===== src/design/token_ring_link_controller_assert.svh =====
// Assertion macros for the token ring link controller.
`ifndef TOKEN_RING_LINK_CONTROLLER_ASSERT_SVH
`define TOKEN_RING_LINK_CONTROLLER_ASSERT_SVH

`ifndef NO_ASSERTIONS
`define TLC_ASSERT(lbl, prop, msg) \
  lbl: assert property (@(posedge clk) disable iff (!rst_n) prop) else $error(msg);
`define TLC_ASSERT_RST(lbl, prop, msg) \
  lbl: assert property (@(posedge clk) prop) else $error(msg);
`else
`define TLC_ASSERT(lbl, prop, msg)
`define TLC_ASSERT_RST(lbl, prop, msg)
`endif

`endif


===== src/design/tlc_pkg.sv =====
package tlc_pkg;

  localparam int MBOX_DEPTH = 16;
  localparam int MBOX_AW    = $clog2(MBOX_DEPTH);
  localparam int CMDQ_DEPTH = 2;
  localparam int CMDQ_AW    = $clog2(CMDQ_DEPTH);

  localparam logic [1:0] OP_LINE_BYTE = 2'd0;
  localparam logic [1:0] OP_TIMEOUT   = 2'd1;
  localparam logic [1:0] OP_SEND      = 2'd2;
  localparam logic [1:0] OP_READ      = 2'd3;

  localparam logic [1:0] KIND_ACK     = 2'd0;
  localparam logic [1:0] KIND_LINE    = 2'd1;
  localparam logic [1:0] KIND_MAILBOX = 2'd2;

  localparam logic [1:0] ST_OK        = 2'd0;
  localparam logic [1:0] ST_BUSY      = 2'd1;
  localparam logic [1:0] ST_EMPTY     = 2'd2;

  localparam logic CFG_STATION_ID    = 1'b0;
  localparam logic CFG_STATION_COUNT = 1'b1;

  typedef struct packed {
    logic [1:0] operation;
    logic [7:0] line_byte;
    logic [1:0] send_dest;
    logic [7:0] send_data;
  } in_item_t;

  typedef struct packed {
    logic [1:0] result_kind;
    logic [1:0] status;
    logic [7:0] data_byte;
    logic [1:0] message_sender;
    logic [3:0] message_length;
    logic       last;
  } out_item_t;

  typedef struct packed {
    logic [1:0] station_id;
    logic [2:0] station_count;
  } cfg_t;

  typedef enum logic [1:0] {
    CMD_LINE = 2'd0,
    CMD_SEND = 2'd1,
    CMD_READ = 2'd2
  } cmd_kind_t;

  typedef struct packed {
    cmd_kind_t          kind;
    logic               mb_wr;
    logic [MBOX_AW-1:0] mb_idx;
    logic [7:0]         byte_val;
    logic               end_frame;
    logic               rx_match;
    logic [1:0]         sender;
    logic [3:0]         length;
    logic               xmit;
    logic [1:0]         dest;
  } cmd_t;

endpackage


===== src/design/tlc_front.sv =====
module tlc_front import tlc_pkg::*; (
  input  logic     clk,
  input  logic     rst_n,
  input  cfg_t     cfg,
  input  logic     in_valid,
  output logic     in_ready,
  input  in_item_t in_data,
  input  logic     q_full,
  output logic     q_push,
  output cmd_t     q_cmd
);

  logic       in_payload_r, in_payload_nxt;
  logic [1:0] frame_sender_r, frame_sender_nxt;
  logic [1:0] frame_receiver_r, frame_receiver_nxt;
  logic [3:0] frame_length_r, frame_length_nxt;
  logic [3:0] payload_index_r, payload_index_nxt;
  logic [3:0] idx_inc;

  function automatic logic token_match(input logic [1:0] snd, input logic [2:0] cnt,
                                       input logic [1:0] id);
    logic [2:0] v;
    logic [2:0] r;
    logic       ok;
    v  = {1'b0, snd} + 3'd1;
    r  = 3'd0;
    ok = 1'b1;
    case (cnt)
      3'd0: ok = 1'b0;
      3'd1: r = 3'd0;
      3'd2: r = {2'b00, v[0]};
      3'd3: r = (v >= 3'd3) ? v - 3'd3 : v;
      default: r = (v >= cnt) ? v - cnt : v;
    endcase
    return ok && (r == {1'b0, id});
  endfunction

  assign in_ready = !q_full;
  assign q_push   = in_valid && in_ready;
  assign idx_inc  = payload_index_r + 4'd1;

  always_comb begin
    in_payload_nxt     = in_payload_r;
    frame_sender_nxt   = frame_sender_r;
    frame_receiver_nxt = frame_receiver_r;
    frame_length_nxt   = frame_length_r;
    payload_index_nxt  = payload_index_r;
    q_cmd              = '0;
    q_cmd.kind         = CMD_LINE;
    unique case (in_data.operation)
      OP_LINE_BYTE: begin
        if (!in_payload_r) begin
          frame_sender_nxt   = in_data.line_byte[7:6];
          frame_receiver_nxt = in_data.line_byte[5:4];
          frame_length_nxt   = in_data.line_byte[3:0];
          payload_index_nxt  = 4'd0;
          if (in_data.line_byte[3:0] != 4'd0) begin
            in_payload_nxt = 1'b1;
          end else begin
            q_cmd.xmit = token_match(in_data.line_byte[7:6], cfg.station_count,
                                     cfg.station_id);
          end
        end else begin
          q_cmd.mb_wr       = (frame_receiver_r == cfg.station_id);
          q_cmd.mb_idx      = payload_index_r[MBOX_AW-1:0];
          q_cmd.byte_val    = in_data.line_byte;
          payload_index_nxt = idx_inc;
          if (idx_inc >= frame_length_r) begin
            q_cmd.end_frame = 1'b1;
            q_cmd.rx_match  = (frame_receiver_r == cfg.station_id);
            q_cmd.sender    = frame_sender_r;
            q_cmd.length    = frame_length_r;
            q_cmd.xmit      = token_match(frame_sender_r, cfg.station_count,
                                          cfg.station_id);
            in_payload_nxt  = 1'b0;
          end
        end
      end
      OP_TIMEOUT: begin
        if (in_payload_r) begin
          q_cmd.end_frame = 1'b1;
          q_cmd.rx_match  = (frame_receiver_r == cfg.station_id);
          q_cmd.sender    = frame_sender_r;
          q_cmd.length    = frame_length_r;
          q_cmd.xmit      = token_match(frame_sender_r, cfg.station_count,
                                        cfg.station_id);
          in_payload_nxt  = 1'b0;
        end else begin
          q_cmd.xmit = 1'b1;
        end
      end
      OP_SEND: begin
        q_cmd.kind     = CMD_SEND;
        q_cmd.dest     = in_data.send_dest;
        q_cmd.byte_val = in_data.send_data;
      end
      OP_READ: begin
        q_cmd.kind = CMD_READ;
      end
      default: begin
        q_cmd.kind = CMD_LINE;
      end
    endcase
  end

  always_ff @(posedge clk) begin
    if (!rst_n) begin
      in_payload_r     <= 1'b0;
      frame_sender_r   <= 2'd0;
      frame_receiver_r <= 2'd0;
      frame_length_r   <= 4'd0;
      payload_index_r  <= 4'd0;
    end else if (q_push) begin
      in_payload_r     <= in_payload_nxt;
      frame_sender_r   <= frame_sender_nxt;
      frame_receiver_r <= frame_receiver_nxt;
      frame_length_r   <= frame_length_nxt;
      payload_index_r  <= payload_index_nxt;
    end
  end

endmodule


===== src/design/tlc_cmd_fifo.sv =====
module tlc_cmd_fifo import tlc_pkg::*; (
  input  logic clk,
  input  logic rst_n,
  input  logic push,
  input  cmd_t wdata,
  input  logic pop,
  output cmd_t rdata,
  output logic full,
  output logic empty
);

  cmd_t               entry_r [CMDQ_DEPTH];
  logic [CMDQ_AW-1:0] wr_ptr_r, rd_ptr_r;
  logic [CMDQ_AW:0]   count_r;

  assign full  = (count_r == (CMDQ_AW+1)'(CMDQ_DEPTH));
  assign empty = (count_r == '0);
  assign rdata = entry_r[rd_ptr_r];

  always_ff @(posedge clk) begin
    if (push) begin
      entry_r[wr_ptr_r] <= wdata;
    end
  end

  always_ff @(posedge clk) begin
    if (!rst_n) begin
      wr_ptr_r <= '0;
      rd_ptr_r <= '0;
      count_r  <= '0;
    end else begin
      if (push) begin
        wr_ptr_r <= wr_ptr_r + 1'b1;
      end
      if (pop) begin
        rd_ptr_r <= rd_ptr_r + 1'b1;
      end
      if (push && !pop) begin
        count_r <= count_r + 1'b1;
      end else if (pop && !push) begin
        count_r <= count_r - 1'b1;
      end
    end
  end

endmodule


===== src/design/tlc_back.sv =====
module tlc_back import tlc_pkg::*; (
  input  logic      clk,
  input  logic      rst_n,
  input  cfg_t      cfg,
  input  logic      cmd_valid,
  input  cmd_t      cmd,
  output logic      cmd_pop,
  output logic      out_valid,
  input  logic      out_ready,
  output out_item_t out_data
);

  typedef enum logic [3:0] {
    S_IDLE     = 4'b0001,
    S_TX_DATA  = 4'b0010,
    S_RD_FETCH = 4'b0100,
    S_RD_EMIT  = 4'b1000
  } state_t;

  state_t             state_r, state_nxt;
  logic               out_valid_r, out_valid_nxt;
  out_item_t          out_r, out_nxt;
  logic               tx_pending_r, tx_pending_nxt;
  logic [1:0]         tx_dest_r, tx_dest_nxt;
  logic [7:0]         tx_data_r, tx_data_nxt;
  logic [3:0]         mb_len_r, mb_len_nxt;
  logic [1:0]         mb_sender_r, mb_sender_nxt;
  logic [MBOX_AW-1:0] rd_idx_r, rd_idx_nxt;
  logic [7:0]         rd_data_r;
  logic [7:0]         mbox_mem [MBOX_DEPTH];
  logic               mb_we;
  logic               slot_free;
  logic               rd_last;

  function automatic out_item_t mk_out(input logic [1:0] kind, input logic [1:0] st,
                                       input logic [7:0] data, input logic [1:0] snd,
                                       input logic [3:0] len, input logic lst);
    out_item_t o;
    o.result_kind    = kind;
    o.status         = st;
    o.data_byte      = data;
    o.message_sender = snd;
    o.message_length = len;
    o.last           = lst;
    return o;
  endfunction

  assign slot_free = !out_valid_r || out_ready;
  assign out_valid = out_valid_r;
  assign out_data  = out_r;
  assign rd_last   = ({{(4-MBOX_AW){1'b0}}, rd_idx_r} == (mb_len_r - 4'd1));

  always_comb begin
    state_nxt      = state_r;
    out_valid_nxt  = out_valid_r && !out_ready;
    out_nxt        = out_r;
    tx_pending_nxt = tx_pending_r;
    tx_dest_nxt    = tx_dest_r;
    tx_data_nxt    = tx_data_r;
    mb_len_nxt     = mb_len_r;
    mb_sender_nxt  = mb_sender_r;
    rd_idx_nxt     = rd_idx_r;
    cmd_pop        = 1'b0;
    mb_we          = 1'b0;
    unique case (state_r)
      S_IDLE: begin
        if (cmd_valid && slot_free) begin
          cmd_pop       = 1'b1;
          out_valid_nxt = 1'b1;
          out_nxt       = mk_out(KIND_ACK, ST_OK, 8'd0, 2'd0, 4'd0, 1'b1);
          unique case (cmd.kind)
            CMD_LINE: begin
              mb_we = cmd.mb_wr;
              if (cmd.end_frame) begin
                if (cmd.rx_match) begin
                  mb_sender_nxt = cmd.sender;
                  mb_len_nxt    = cmd.length;
                end else begin
                  mb_len_nxt = 4'd0;
                end
              end
              if (cmd.xmit) begin
                if (tx_pending_r) begin
                  out_nxt = mk_out(KIND_LINE, ST_OK, {cfg.station_id, tx_dest_r, 4'b0001},
                                   2'd0, 4'd0, 1'b0);
                  tx_pending_nxt = 1'b0;
                  state_nxt      = S_TX_DATA;
                end else begin
                  out_nxt = mk_out(KIND_LINE, ST_OK, {cfg.station_id, 6'd0},
                                   2'd0, 4'd0, 1'b1);
                end
              end
            end
            CMD_SEND: begin
              if (tx_pending_r) begin
                out_nxt = mk_out(KIND_ACK, ST_BUSY, 8'd0, 2'd0, 4'd0, 1'b1);
              end else begin
                tx_pending_nxt = 1'b1;
                tx_dest_nxt    = cmd.dest;
                tx_data_nxt    = cmd.byte_val;
              end
            end
            CMD_READ: begin
              if (mb_len_r == 4'd0) begin
                out_nxt = mk_out(KIND_ACK, ST_EMPTY, 8'd0, 2'd0, 4'd0, 1'b1);
              end else begin
                out_valid_nxt = 1'b0;
                rd_idx_nxt    = '0;
                state_nxt     = S_RD_FETCH;
              end
            end
            default: begin
              out_valid_nxt = 1'b1;
            end
          endcase
        end
      end
      S_TX_DATA: begin
        if (slot_free) begin
          out_valid_nxt = 1'b1;
          out_nxt       = mk_out(KIND_LINE, ST_OK, tx_data_r, 2'd0, 4'd0, 1'b1);
          state_nxt     = S_IDLE;
        end
      end
      S_RD_FETCH: begin
        state_nxt = S_RD_EMIT;
      end
      S_RD_EMIT: begin
        if (slot_free) begin
          out_valid_nxt = 1'b1;
          out_nxt = mk_out(KIND_MAILBOX, ST_OK, rd_data_r, mb_sender_r, mb_len_r, rd_last);
          if (rd_last) begin
            mb_len_nxt = 4'd0;
            state_nxt  = S_IDLE;
          end else begin
            rd_idx_nxt = rd_idx_r + 1'b1;
            state_nxt  = S_RD_FETCH;
          end
        end
      end
      default: begin
        state_nxt = S_IDLE;
      end
    endcase
  end

  always_ff @(posedge clk) begin
    if (mb_we) begin
      mbox_mem[cmd.mb_idx] <= cmd.byte_val;
    end
    if (state_r == S_RD_FETCH) begin
      rd_data_r <= mbox_mem[rd_idx_r];
    end
  end

  always_ff @(posedge clk) begin
    out_r <= out_nxt;
    if (!rst_n) begin
      state_r      <= S_IDLE;
      out_valid_r  <= 1'b0;
      tx_pending_r <= 1'b0;
      tx_dest_r    <= 2'd0;
      tx_data_r    <= 8'd0;
      mb_len_r     <= 4'd0;
      mb_sender_r  <= 2'd0;
      rd_idx_r     <= '0;
    end else begin
      state_r      <= state_nxt;
      out_valid_r  <= out_valid_nxt;
      tx_pending_r <= tx_pending_nxt;
      tx_dest_r    <= tx_dest_nxt;
      tx_data_r    <= tx_data_nxt;
      mb_len_r     <= mb_len_nxt;
      mb_sender_r  <= mb_sender_nxt;
      rd_idx_r     <= rd_idx_nxt;
    end
  end

endmodule


===== src/design/token_ring_link_controller.sv =====
// Path: a single result passes the command queue and the output register; the first byte of a
// mailbox read also passes S_RD_FETCH, the registered mailbox read port and S_RD_EMIT.
// Flow: one input per cycle into a two-entry command queue while it is not full; the executor
// retires a single-result command per cycle while the output is not stalled, a transmit with
// data through S_TX_DATA, and a mailbox read through S_RD_FETCH and S_RD_EMIT for each byte.
// Reset: rst_n synchronous active low clears control, queue and config (id 0, count 1).
`include "token_ring_link_controller_assert.svh"

module token_ring_link_controller import tlc_pkg::*; (
  input  logic      clk,
  input  logic      rst_n,
  input  logic      cfg_we,
  input  logic      cfg_index,
  input  logic [2:0] cfg_wdata,
  input  logic      in_valid,
  output logic      in_ready,
  input  in_item_t  in_data,
  output logic      out_valid,
  input  logic      out_ready,
  output out_item_t out_data
);

  cfg_t cfg_r;
  cmd_t push_cmd, head_cmd;
  logic q_push, q_pop, q_full, q_empty;
  logic out_ack, out_mbox, out_line;

  assign out_ack  = out_valid && (out_data.result_kind == KIND_ACK);
  assign out_mbox = out_valid && (out_data.result_kind == KIND_MAILBOX);
  assign out_line = out_valid && (out_data.result_kind == KIND_LINE);

  always_ff @(posedge clk) begin
    if (!rst_n) begin
      cfg_r.station_id    <= 2'd0;
      cfg_r.station_count <= 3'd1;
    end else if (cfg_we) begin
      unique case (cfg_index)
        CFG_STATION_ID:    cfg_r.station_id    <= cfg_wdata[1:0];
        CFG_STATION_COUNT: cfg_r.station_count <= cfg_wdata;
        default:           cfg_r <= cfg_r;
      endcase
    end
  end

  tlc_front u_front (
    .clk      (clk),
    .rst_n    (rst_n),
    .cfg      (cfg_r),
    .in_valid (in_valid),
    .in_ready (in_ready),
    .in_data  (in_data),
    .q_full   (q_full),
    .q_push   (q_push),
    .q_cmd    (push_cmd)
  );

  tlc_cmd_fifo u_queue (
    .clk   (clk),
    .rst_n (rst_n),
    .push  (q_push),
    .wdata (push_cmd),
    .pop   (q_pop),
    .rdata (head_cmd),
    .full  (q_full),
    .empty (q_empty)
  );

  tlc_back u_back (
    .clk       (clk),
    .rst_n     (rst_n),
    .cfg       (cfg_r),
    .cmd_valid (!q_empty),
    .cmd       (head_cmd),
    .cmd_pop   (q_pop),
    .out_valid (out_valid),
    .out_ready (out_ready),
    .out_data  (out_data)
  );

  `TLC_ASSERT(a_mbox_len, out_mbox |-> out_data.message_length != 4'd0, "empty mailbox byte")
  `TLC_ASSERT(a_ack_clean, out_ack |-> out_data.last && out_data.data_byte == 8'd0, "bad ack")
  `TLC_ASSERT(a_line_ok, out_line |-> out_data.status == ST_OK, "line byte not ok")
  `TLC_ASSERT_RST(a_reset_idle, !rst_n |=> !out_valid && !q_pop, "activity right after reset")

endmodule


===== config.mk =====
export PLATFORM = sky130hd
export DESIGN_NAME = token_ring_link_controller
export DESIGN_NICKNAME = d
export VERILOG_FILES = /design/src/design/tlc_pkg.sv /design/src/design/tlc_front.sv /design/src/design/tlc_cmd_fifo.sv /design/src/design/tlc_back.sv /design/src/design/token_ring_link_controller.sv
export VERILOG_INCLUDE_DIRS = /design/src /design/src/design
export SDC_FILE = /design/constraint.sdc
export NUM_CORES = 1
export LEC_CHECK = 0
export BUFFER_PORTS_ARGS = -buffer_cell sky130_fd_sc_hd__buf_2
export CAP_MARGIN = 10
export CORE_MARGIN = 2
export CORE_UTILIZATION = 55
export CTS_CLUSTER_DIAMETER = 120
export DETAILED_ROUTE_END_ITERATION = 10
export PLACE_DENSITY = 0.75
export SYNTH_ARGS = -nofsm -noshare
export SYNTH_HDL_FRONTEND = slang
export SYNTH_SLANG_ARGS = --single-unit

===== constraint.sdc =====
create_clock -name clk -period 2.9 [get_ports clk]
set_clock_uncertainty 0.05 [all_clocks]
set_input_delay 0.29 -clock clk [delete_from_list [all_inputs] [get_ports clk]]
set_output_delay 0.29 -clock clk [all_outputs]
set_load 0.02 [all_outputs]

Yosys cells after proc, flatten, opt, wreduce, memory -nomap -nowiden
Memory sizes are Yosys's and may differ from the RTL's. A register that Yosys moved wholly into a read port is not among the register bits.
Index checks and enable logic that the tools add are counted.

storage, ports and cells
  register bits after elaboration = 67
  RAM bits = 180
  input port bits = 29
  memories kept = 2

cells by class
  magnitude comparators = 5
  eq/ne operators = 32
  add/subtract/negate cells = 13
  bitwise gates (word level) = 3
  multiplexer cells = 90
  reductions and logical operators = 40

memory list
  memory           words  width  read ports  clocked after Yosys merged registers in  wr ports  line                text
  u_back.mbox_mem  16     8      1           1                                        1         tlc_back.sv:30      logic [7:0] mbox_mem [MBOX_DEPTH];
  u_queue.entry_r  2      26     1           1                                        1         tlc_cmd_fifo.sv:12  cmd_t entry_r [CMDQ_DEPTH];

operators with widths
  cell                                           number
  one-hot mux 19 bit (3 select lines)            2
  two-way mux 4 bit                              18
  two-way mux 19 bit                             3
  two-way mux 3 bit                              13
  two-way mux 1 bit                              31
  one-hot mux 4 bit (2 select lines)             3
  two-way mux 21 bit                             1
  two-way mux 18 bit                             1
  one-hot mux 3 bit (3 select lines)             2
  one-hot mux 9 bit (2 select lines)             1
  two-way mux 17 bit                             1
  two-way mux 16 bit                             1
  one-hot mux 4 bit (4 select lines)             1
  one-hot mux 8 bit (2 select lines)             1
  two-way mux 13 bit                             1
  inequality test 2 bit (second input constant)  6
  AND reduction 4 bit                            3
  AND reduction 6 bit                            2
  == test 3 x 2 -> 1 bit                         3
  two-way mux 9 bit                              1
  inequality test 3 bit (second input constant)  3
  adder 4 x 1 -> 4 bit (second input constant)   2
  == test 2 bit (second input constant)          4
  logical AND 1 bit                              8
  other kinds (40)                               71

Logic depth before layout (Yosys ltp)
Gate-level depths: netlist (run 1).

  word-level depth = 12
  depth in mapped cells = 11
  depth with buffers taken out = 9

Hierarchy
A second synthesis (run 1) with hierarchy kept.

second synthesis, totals
  cells, all modules = 754
  area, all modules = 11255.8 um2

modules (own cells, without submodules)
  module                      times used  area each (um2)  sequential area each (um2)  cells an instance
  tlc_back                    1           7407.1           5175.0                      423
  tlc_cmd_fifo                1           2093.3           1661.6                      103
  tlc_front                   1           1549.0           260.2                       205
  token_ring_link_controller  1           206.4            100.1                       23

Worst setup path after synthesis (run 1)
OpenSTA, ideal clock, no wires.

  path kind = flip-flop to flip-flop
  start = register (tool-made name)
  end = memory u_back.mbox_mem[1][0] (enable)
  cell stages (with the launch flop) = 9
  data arrival time = 2.632 ns
  required time = 2.480 ns
  slack = -0.152 ns
  setup time = 0.370 ns
  cell sequence = dfxtp_1 -> buf_1 -> buf_1 -> clkbuf_1 -> mux2i_1 -> ha_1 -> and3_1 -> o21ai_0 -> nor2_1

RTL lines
  element           line
  end: declaration  tlc_back.sv:30

==> flow_summary.json, run 1 <==
{
  "grt_pass1_vias": 6576,
  "final_cell_mix": "edfxtp_1 (207), buf_2 (49), dfxtp_1 (48)",
  "final_nets": 884,
  "layout-drive-gt1-share_pct": 22.6,
  "tns_ps": 0,
  "yosys_register_bits": 256,
  "via_per_inst": 5.95,
  "pwr-share-seq_pct": 47.5,
  "synth_cells": 751,
  "antenna_found_initial": 0,
  "synth.distinct_cells": 64,
  "cp.required_ps": 3190,
  "sw_frac_of_total_pct": 28.4,
  "start_util_pct": 55.7,
  "cp-start-kind": "flop",
  "rsz0062_at_grt": "no",
  "syn-cell-area_um2": 11200,
  "drt_iter0_drc": 587,
  "synth_seq_area_share_pct": 64.5,
  "wl_mm": 23.0,
  "globalplace.congestion": 0.918,
  "stdcell_count": 1116,
  "io_pins": 50,
  "antenna_cells": 0,
  "synth-async-reset-ratio_pct": 0,
  "power_switching_mw": 2.85,
  "clkPwrFrac_pct": 30.1,
  "track_usage_pct": 21.7,
  "slew_headroom_pct": 37.2,
  "syn_nets": 808,
  "grt_pass1_wl_mm": 36.3,
  "min_period_over_period_pct": 91.5,
  "maxCapViolCount": 0,
  "crit_type": "reg2reg",
  "fmax_ghz": 0.377,
  "min_period_ps": 2650,
  "tightest_slew_ps": 940,
  "gr-total-overflow": 0,
  "grt_max_degree": 48,
  "cts.path.max_buffers": 3,
  "intPower_mw": 7.19,
  "cts_buffers": 25,
  "clk_pin_slew_ps": 60,
  "drc_errors": 0,
  "drv_slew": 0,
  "syn_area_per_cell_um2": 14.9,
  "cp.arrival_ps": 2950,
  "clock_sinks": 256,
  "insertion_delay_ps": 520,
  "dpl.hpwl_mm": 15.6,
  "drtAntennaViolNets": 0,
  "synth-edff-count": 207,
  "core_area_um2": 20000,
  "hp-class": "in2reg",
  "status": "completed",
  "area_growth_pct": 13.6,
  "crit_fanout": 5,
  "combPwrFrac_pct": 22.4,
  "mostFrequentLayoutCell": "edfxtp_1",
  "p_leak_nw": 4.45,
  "post_cts_buffers": 0,
  "synthFlopType": "edfxtp_1",
  "powerDensity_nw_per_um2": 792,
  "cts_tree": "yes",
  "die_area_um2": 21400,
  "first_pass_iters": 5,
  "die_y_um": 146,
  "finalSetupViolCount": 0,
  "yosysWarnings": 0,
  "via_count": 6638,
  "dp.cells": 1066,
  "portBuffers": 49,
  "hold_violations": 0,
  "cts_max_level": 1,
  "fp.dieW_um": 146,
  "rows": 52,
  "clock-root-buffer": "clkbuf_16",
  "cp-end-kind": "flop",
  "ir_worst_vdd_mv": 0.422,
  "wl_per_cell_um": 20.6
}
-- metal layers --
metal  wire, um  vias up  share of wire, %  track usage, %
li1           -     3018                 -               -
met1       9890     3326                43            31.1
met2      11000      262                48            35.3
met3       1620       32               7.0            3.19
met4        527        0               2.3            6.31
met5          0        -                 0               0
-- logic make-up (layout without fill, tap and decap cells) --
group | count (synthesis) | after routing | share of synthesized area (%)
compound gates | 92 | 92 | 5.88
xor+xnor | 17 | 17 | 1.33
simple gates | 208 | 208 | 10.3
mux | 86 | 86 | 12.4
flops | 256 | 256 | 64.5
buf+inv | 64 | 159 | 2.34
fa+ha+maj | 28 | 28 | 3.27
-- power by group through the flow --
| stage | combinational (mW) | clock, mW | sequential, mW |
|---|---|---|---|
| floorplan | 1.37 | 0 | 4.95 |
| global placement | 2.16 | 0 | 4.82 |
| detailed placement | 2.24 | 0 | 4.84 |
| CTS | 2.26 | 3.08 | 4.77 |
| global route | 2.43 | 3.23 | 4.81 |
| finish | 2.25 | 3.03 | 4.77 |
-- critical path: stages, from the launching register on --
cell	delay [ps]
dfxtp_1	340
inv_1	80
ha_1	390
inv_1	70
ha_1	300
o21ai_0	180
or3b_2	490
a31oi_1	180
o221ai_1	140
a22oi_1	250
-- metrics by stage --
stage | worst slack, ps | util [%] | instance area [um^2] | hold WS, ps | power (mW)
floorplan | 123 | - | 11200 | 388 | 6.32
global placement | 442 | 59.2 | 11900 | 434 | 6.98
detailed placement | 300 | 59.2 | 11900 | 442 | 7.09
CTS | 278 | 63.2 | 12700 | 5.33 | 10.1
global route | 147 | 63.2 | 12700 | 19.1 | 10.5
finish | 245 | 63.2 | 12700 | 15.5 | 10.0
-- synth_stat cells (19+ instances only) --
cell type / number / area (um^2)
clkbuf_1: 24 / 90.1
dfxtp_1: 49 / 981
edfxtp_1: 207 / 6220
ha_1: 26 / 325
inv_1: 29 / 109
mux2_2: 19 / 214
mux2i_1: 27 / 270
mux4_2: 40 / 901
nand2_1: 38 / 143
nor2_1: 45 / 169
nor2b_1: 26 / 163
o21ai_0: 21 / 105
-- worst paths after layout --
path | slack [ps] | to | depth (start not counted) | start
min reg2reg | 450 | u_back.tx_dest_r[0]$_SDFFE_PN0P_ | 1 | u_back.tx_dest_r[0]$_SDFFE_PN0P_
max reg2reg | 250 | u_queue.entry_r[1][2]$_DFFE_PP_ | 9 | u_front.frame_sender_r[0]$_SDFFE_PN0P_
max | 250 | u_queue.entry_r[1][2]$_DFFE_PP_ | 9 | u_front.frame_sender_r[0]$_SDFFE_PN0P_
min | 20 | u_front.frame_receiver_r[0]$_SDFFE_PN0P_ | 3 | in_data[14]
-- what timing repair did --
action,in CTS,in global routing
resized for setup,0,0
hold buffers,4,0
hold endpoints to repair,5,0
-- final cells by class --
type / instances / area, um^2
Fill cell: 1471 / 7360
Sequential cell: 256 / 7200
Multi-Input combinational cell: 431 / 3720
Clock buffer: 35 / 683
Timing Repair Buffer: 83 / 536
Tap cell: 270 / 338
Inverter: 30 / 113
Clock inverter: 11 / 85.1
-- sequential cells by signal, summed over array words and instances, names as in the netlist, 2 cells and up, named ones only --
register	flops
cfg_r	5
u_back.mb_len_r	4
u_back.mb_sender_r	2
u_back.mbox_mem	128
u_back.out_data	19
u_back.rd_data_r	8
u_back.rd_idx_r	4
u_back.state_r	4
u_back.tx_data_r	8
u_back.tx_dest_r	2
u_front.frame_length_r	4
u_front.frame_receiver_r	2
u_front.frame_sender_r	2
u_front.payload_index_r	4
u_queue.count_r	2
u_queue.entry_r	52
No activity file was read; power rests on OpenSTA's default activity.
==> run 2, diff against run 1 <==
Settings changed: PLACE_DENSITY 0.75 to unset, PLACE_DENSITY_LB_ADDON set to 0.08, SKIP_CTS_REPAIR_TIMING set to 1.
==> run 2 against run 1 <==
Against the previous run: via count fell by 2.0%; sequential power about the same; critical path depth is 4 lower; worst setup slack got worse by 36 ps; maximum frequency fell by 1.4%; register-to-register slack lost 40 ps; total power up 5.6%; non-clock buffer count unchanged; design area up 1.2%; sequential share of layout area fell by 0.69 points; core utilization increased by 0.77 points; combinational power about the same; critical endpoint is now u_back.mbox_mem[1][2]$_DFFE_PP_; largest power group unchanged.
==> flow_summary.json, run 2 (synthesis gave the netlist of run 1 again) <==
{
  "status": "completed",
  "hold_violations": 0,
  "hp-class": "in2reg",
  "maxCapViolCount": 0,
  "drv_slew": 0,
  "r2r_end": "u_back.mbox_mem[1][2]$_DFFE_PP_",
  "cts_max_level": 1,
  "wl_mm": 23.2,
  "ir_worst_vdd_mv": 0.502,
  "area_growth_pct": 15.0,
  "drc_errors": 0,
  "dr_wl_met2_mm": 11.1,
  "grt_pass1_wl_mm": 36.4,
  "max_stage_delay_ps": 540,
  "wl_met3_mm": 1.21,
  "tns_ps": 0,
  "rr_worst_depth": 5,
  "antenna_found_initial": 0,
  "fp.dieW_um": 146,
  "via_per_inst": 5.81,
  "gr-total-overflow": 0,
  "slew_headroom_pct": 54.0,
  "rows": 52,
  "place_area_um2": 11900,
  "crit_end": "u_back.mbox_mem[1][2]$_DFFE_PP_",
  "final_util_pct": 64.0,
  "drt_iter0_drc": 444,
  "antenna_cells": 0,
  "cts.path.max_buffers": 3,
  "reg2reg_from": "u_back.state_r[0]$_SDFFE_PN1P_",
  "final_cell_mix": "edfxtp_1 (207), buf_2 (49), dfxtp_1 (48)",
  "cts_buffers": 27,
  "die_y_um": 146,
  "start_util_pct": 55.7,
  "largest_reg_flops": 128,
  "crit_type": "reg2reg",
  "core_area_um2": 20000,
  "track_usage_pct": 21.9,
  "largest-register": "u_back.mbox_mem",
  "drtAntennaViolNets": 0,
  "cp.required_ps": 3020,
  "clk_pin_slew_ps": 60,
  "reg2reg_slack_ps": 210,
  "rsz0062_at_grt": "no",
  "powerDensity_nw_per_um2": 826,
  "io_pins": 50,
  "wl_met1_mm": 10.6,
  "layout-drive-gt1-share_pct": 23.8,
  "min_period_ps": 2690,
  "grt_max_degree": 38,
  "critPathLaunch": "u_back.state_r[0]$_SDFFE_PN1P_",
  "clock-root-buffer": "clkbuf_16",
  "fmax_ghz": 0.372,
  "dpl.hpwl_mm": 15.7,
  "wl_per_cell_um": 20.7,
  "mostFrequentLayoutCell": "edfxtp_1",
  "min_from": "cfg_wdata[1]",
  "first_pass_iters": 5,
  "worst_path_max_delay_cell": "or4b_4",
  "clock_sinks": 256,
  "insertion_delay_ps": 520,
  "finalSetupViolCount": 0,
  "cp-start-kind": "flop",
  "cp-end-kind": "flop",
  "via_count": 6505,
  "finalPower_mw": 10.6,
  "cts_tree": "yes",
  "top_layer_used": "met4",
  "grt_pass1_vias": 6426,
  "portBuffers": 49,
  "final_nets": 886,
  "die_area_um2": 21400,
  "tightest_slew_ps": 683,
  "p_leak_nw": 4.53,
  "cp.arrival_ps": 2810,
  "path_cells": "or4b_4 > nor3_4 > and3_1 > o21ai_0 > nor2_2",
  "crit_fanout": 9,
  "fin_area_um2": 12800,
  "globalplace.congestion": 0.870,
  "min_period_over_period_pct": 92.8
}
## run 2: power breakdown
part           switching, mW  total (mW)  internal [mW]  leakage, nW
logic                   1.38        2.25          0.872         1.75
registers              0.172        4.74           4.57         2.31
clock network           1.37        3.61           2.24        0.466
total                   2.91        10.6           7.69         4.53
## run 2: worst min path at each step
stage / end / slack (ps) / cells after the start
floorplan: cfg_r[0]$_SDFFE_PN1P_ / 390 / 2
global placement: u_back.mb_len_r[1]$_SDFFE_PN0P_ / 430 / 2
detailed placement: u_back.tx_dest_r[0]$_SDFFE_PN0P_ / 440 / 1
CTS: cfg_r[0]$_SDFFE_PN1P_ / -30 / 3
global route: cfg_r[2]$_SDFFE_PN0P_ / 20 / 3
finish: cfg_r[1]$_SDFFE_PN0P_ / 3 / 3
## run 2: cell type report
| type | instances | area (um^2) |
|---|---|---|
| Fill cell | 1473 | 7210 |
| Clock inverter | 20 | 256 |
| Inverter | 30 | 113 |
| Sequential cell | 256 | 7200 |
| Tap cell | 270 | 338 |
| Timing Repair Buffer | 83 | 515 |
| Multi-Input combinational cell | 431 | 3720 |
| Clock buffer | 30 | 687 |
## run 2: worst max-delay path: cells and delay by family, from the launching register on
| kind | cells | cell delay [ps] |
|---|---|---|
| simple gates | 4 | 1490 |
| compound gates | 1 | 300 |
| flops | 1 | 490 |
## run 2: per-layer routing
metal	track usage, %	up-vias
met1	32.6	3231
met4	4.32	0
met5	0	-
li1	-	3023
met3	2.47	31
met2	35.6	220
## run 2: per-stage QoR
step	instances	hold slack (ps)	setup slack (ps)
floorplan	751	388	123
global placement	1069	426	381
detailed placement	1069	439	189
CTS	1119	-27.9	203
global route	1120	18.4	66.0
finish	1120	2.97	209
==> run 3, diff against run 2 <==
==> constraint.sdc (replaced) <==
create_clock -name clk -period 2.9 [get_ports clk]
set_clock_uncertainty 0.05 [all_clocks]
set_input_delay 0.435 -clock clk [delete_from_list [all_inputs] [get_ports clk]]
set_output_delay 0.435 -clock clk [all_outputs]
set_load 0.02 [all_outputs]
==> run 3 against run 2 <==
Against the previous run: largest power group unchanged; core utilization unchanged; largest cell class unchanged; cell count unchanged; wire length increased by 0.97%; count of clock-buffer cells in the layout unchanged; critical path depth unchanged; hold slack improved by 120 ps; sequential cell count unchanged; non-clock buffer count unchanged.
==> flow_summary.json, run 3 (synthesis gave the netlist of run 1 again) <==
{
  "place_area_um2": 11900,
  "grt_max_degree": 38,
  "cts_buffers": 27,
  "final_cell_mix": "edfxtp_1 (207), buf_2 (49), dfxtp_1 (48)",
  "track_usage_pct": 22.5,
  "reg2reg_slack_ps": 220,
  "status": "completed",
  "antenna_cells": 0,
  "cts_tree": "yes",
  "hold_violations": 0,
  "hp-class": "in2reg",
  "via_count": 6551,
  "drv_slew": 0,
  "min_period_over_period_pct": 92.3,
  "cp-start-kind": "flop",
  "grt_pass1_wl_mm": 37.1,
  "slew_headroom_pct": 53.7,
  "clk_pin_slew_ps": 60,
  "powerDensity_nw_per_um2": 828,
  "tightest_slew_ps": 688,
  "ir_worst_vdd_mv": 0.716,
  "finalSetupViolCount": 0,
  "grt_pass1_vias": 6609,
  "via_per_inst": 5.85,
  "fmax_ghz": 0.373,
  "p_leak_nw": 4.53,
  "layout-drive-gt1-share_pct": 23.9,
  "cp.arrival_ps": 2810,
  "fp.dieW_um": 146,
  "start_util_pct": 55.7,
  "cts_max_level": 1,
  "drc_errors": 0,
  "dp_slack_ps": 225,
  "drtAntennaViolNets": 0,
  "tns_ps": 0,
  "cp.required_ps": 3030,
  "crit_fanout": 9,
  "rows": 52,
  "worst_slack_ps": 222,
  "insertion_delay_ps": 530,
  "fin_hold_ws_ps": 125,
  "largest-register": "u_back.mbox_mem",
  "mostFrequentLayoutCell": "edfxtp_1",
  "antenna_found_initial": 0,
  "largest_reg_flops": 128,
  "first_pass_iters": 5,
  "die_y_um": 146,
  "globalplace.congestion": 0.864,
  "gr-total-overflow": 0,
  "maxCapViolCount": 0,
  "core_area_um2": 20000,
  "cp-end-kind": "flop",
  "cts.path.max_buffers": 3,
  "wl_per_cell_um": 20.9,
  "dpl.hpwl_mm": 16.0,
  "fillers": 1484,
  "clock-root-buffer": "clkbuf_16",
  "wl_mm": 23.5,
  "fin_area_um2": 12800,
  "final_nets": 886,
  "clock_sinks": 256,
  "rsz0062_at_grt": "no",
  "drt_iter0_drc": 537,
  "io_pins": 50,
  "area_growth_pct": 15.0,
  "min_period_ps": 2680,
  "die_area_um2": 21400,
  "portBuffers": 49,
  "crit_type": "reg2reg"
}
-- run 3: area by class of cell --
| class | count | area (um^2) | share of cell area [%] |
|---|---|---|---|
| inverters | 30 | 113 | 0.878 |
| flip-flops and latches | 256 | 7200 | 56.1 |
| repair buffers | 83 | 513 | 4.00 |
| clock inverters | 20 | 259 | 2.02 |
| well taps | 270 | 338 | 2.63 |
| multi-input cells | 431 | 3720 | 29.0 |
| clock buffers | 30 | 687 | 5.35 |
-- run 3: through the flow --
step	utilization (%)	std cells	power, mW
after CTS	64.0	1120	10.7
after detailed placement	59.3	1070	7.09
final	64.0	1120	10.6
after global placement	59.3	1070	7.00
after floorplan	-	751	6.32
after global routing	64.0	1120	11.1
-- run 3: critical path, cell delays in order, from the launching register on --
cell and delay, ps:
dfxtp_1 470, or4b_4 540, nor3_4 210, and3_1 300
o21ai_0 300, nor2_2 450
-- run 3: report_power, final --
group	internal (mW)	switching [mW]
sequential	4.57	0.169
clock	2.24	1.38
combinational	0.874	1.38
-- run 3: worst paths after layout --
kind,start,to,depth (start not counted)
max,u_back.state_r[0]$_SDFFE_PN1P_,u_back.mbox_mem[0][5]$_DFFE_PP_,5
min,cfg_wdata[0],cfg_r[0]$_SDFFE_PN1P_,3
max reg2reg,u_back.state_r[0]$_SDFFE_PN1P_,u_back.mbox_mem[0][5]$_DFFE_PP_,5
min reg2reg,u_back.mb_len_r[1]$_SDFFE_PN0P_,u_back.mb_len_r[1]$_SDFFE_PN0P_,2
-- run 3: per-layer routing --
metal  track usage [%]  part of all wire (%)  vias up
met5                 0                     0        -
met4              5.24                   1.5        0
met3              3.19                   5.8       24
met2              35.6                    47      220
met1              33.7                    45     3286
li1                  -                     -     3021
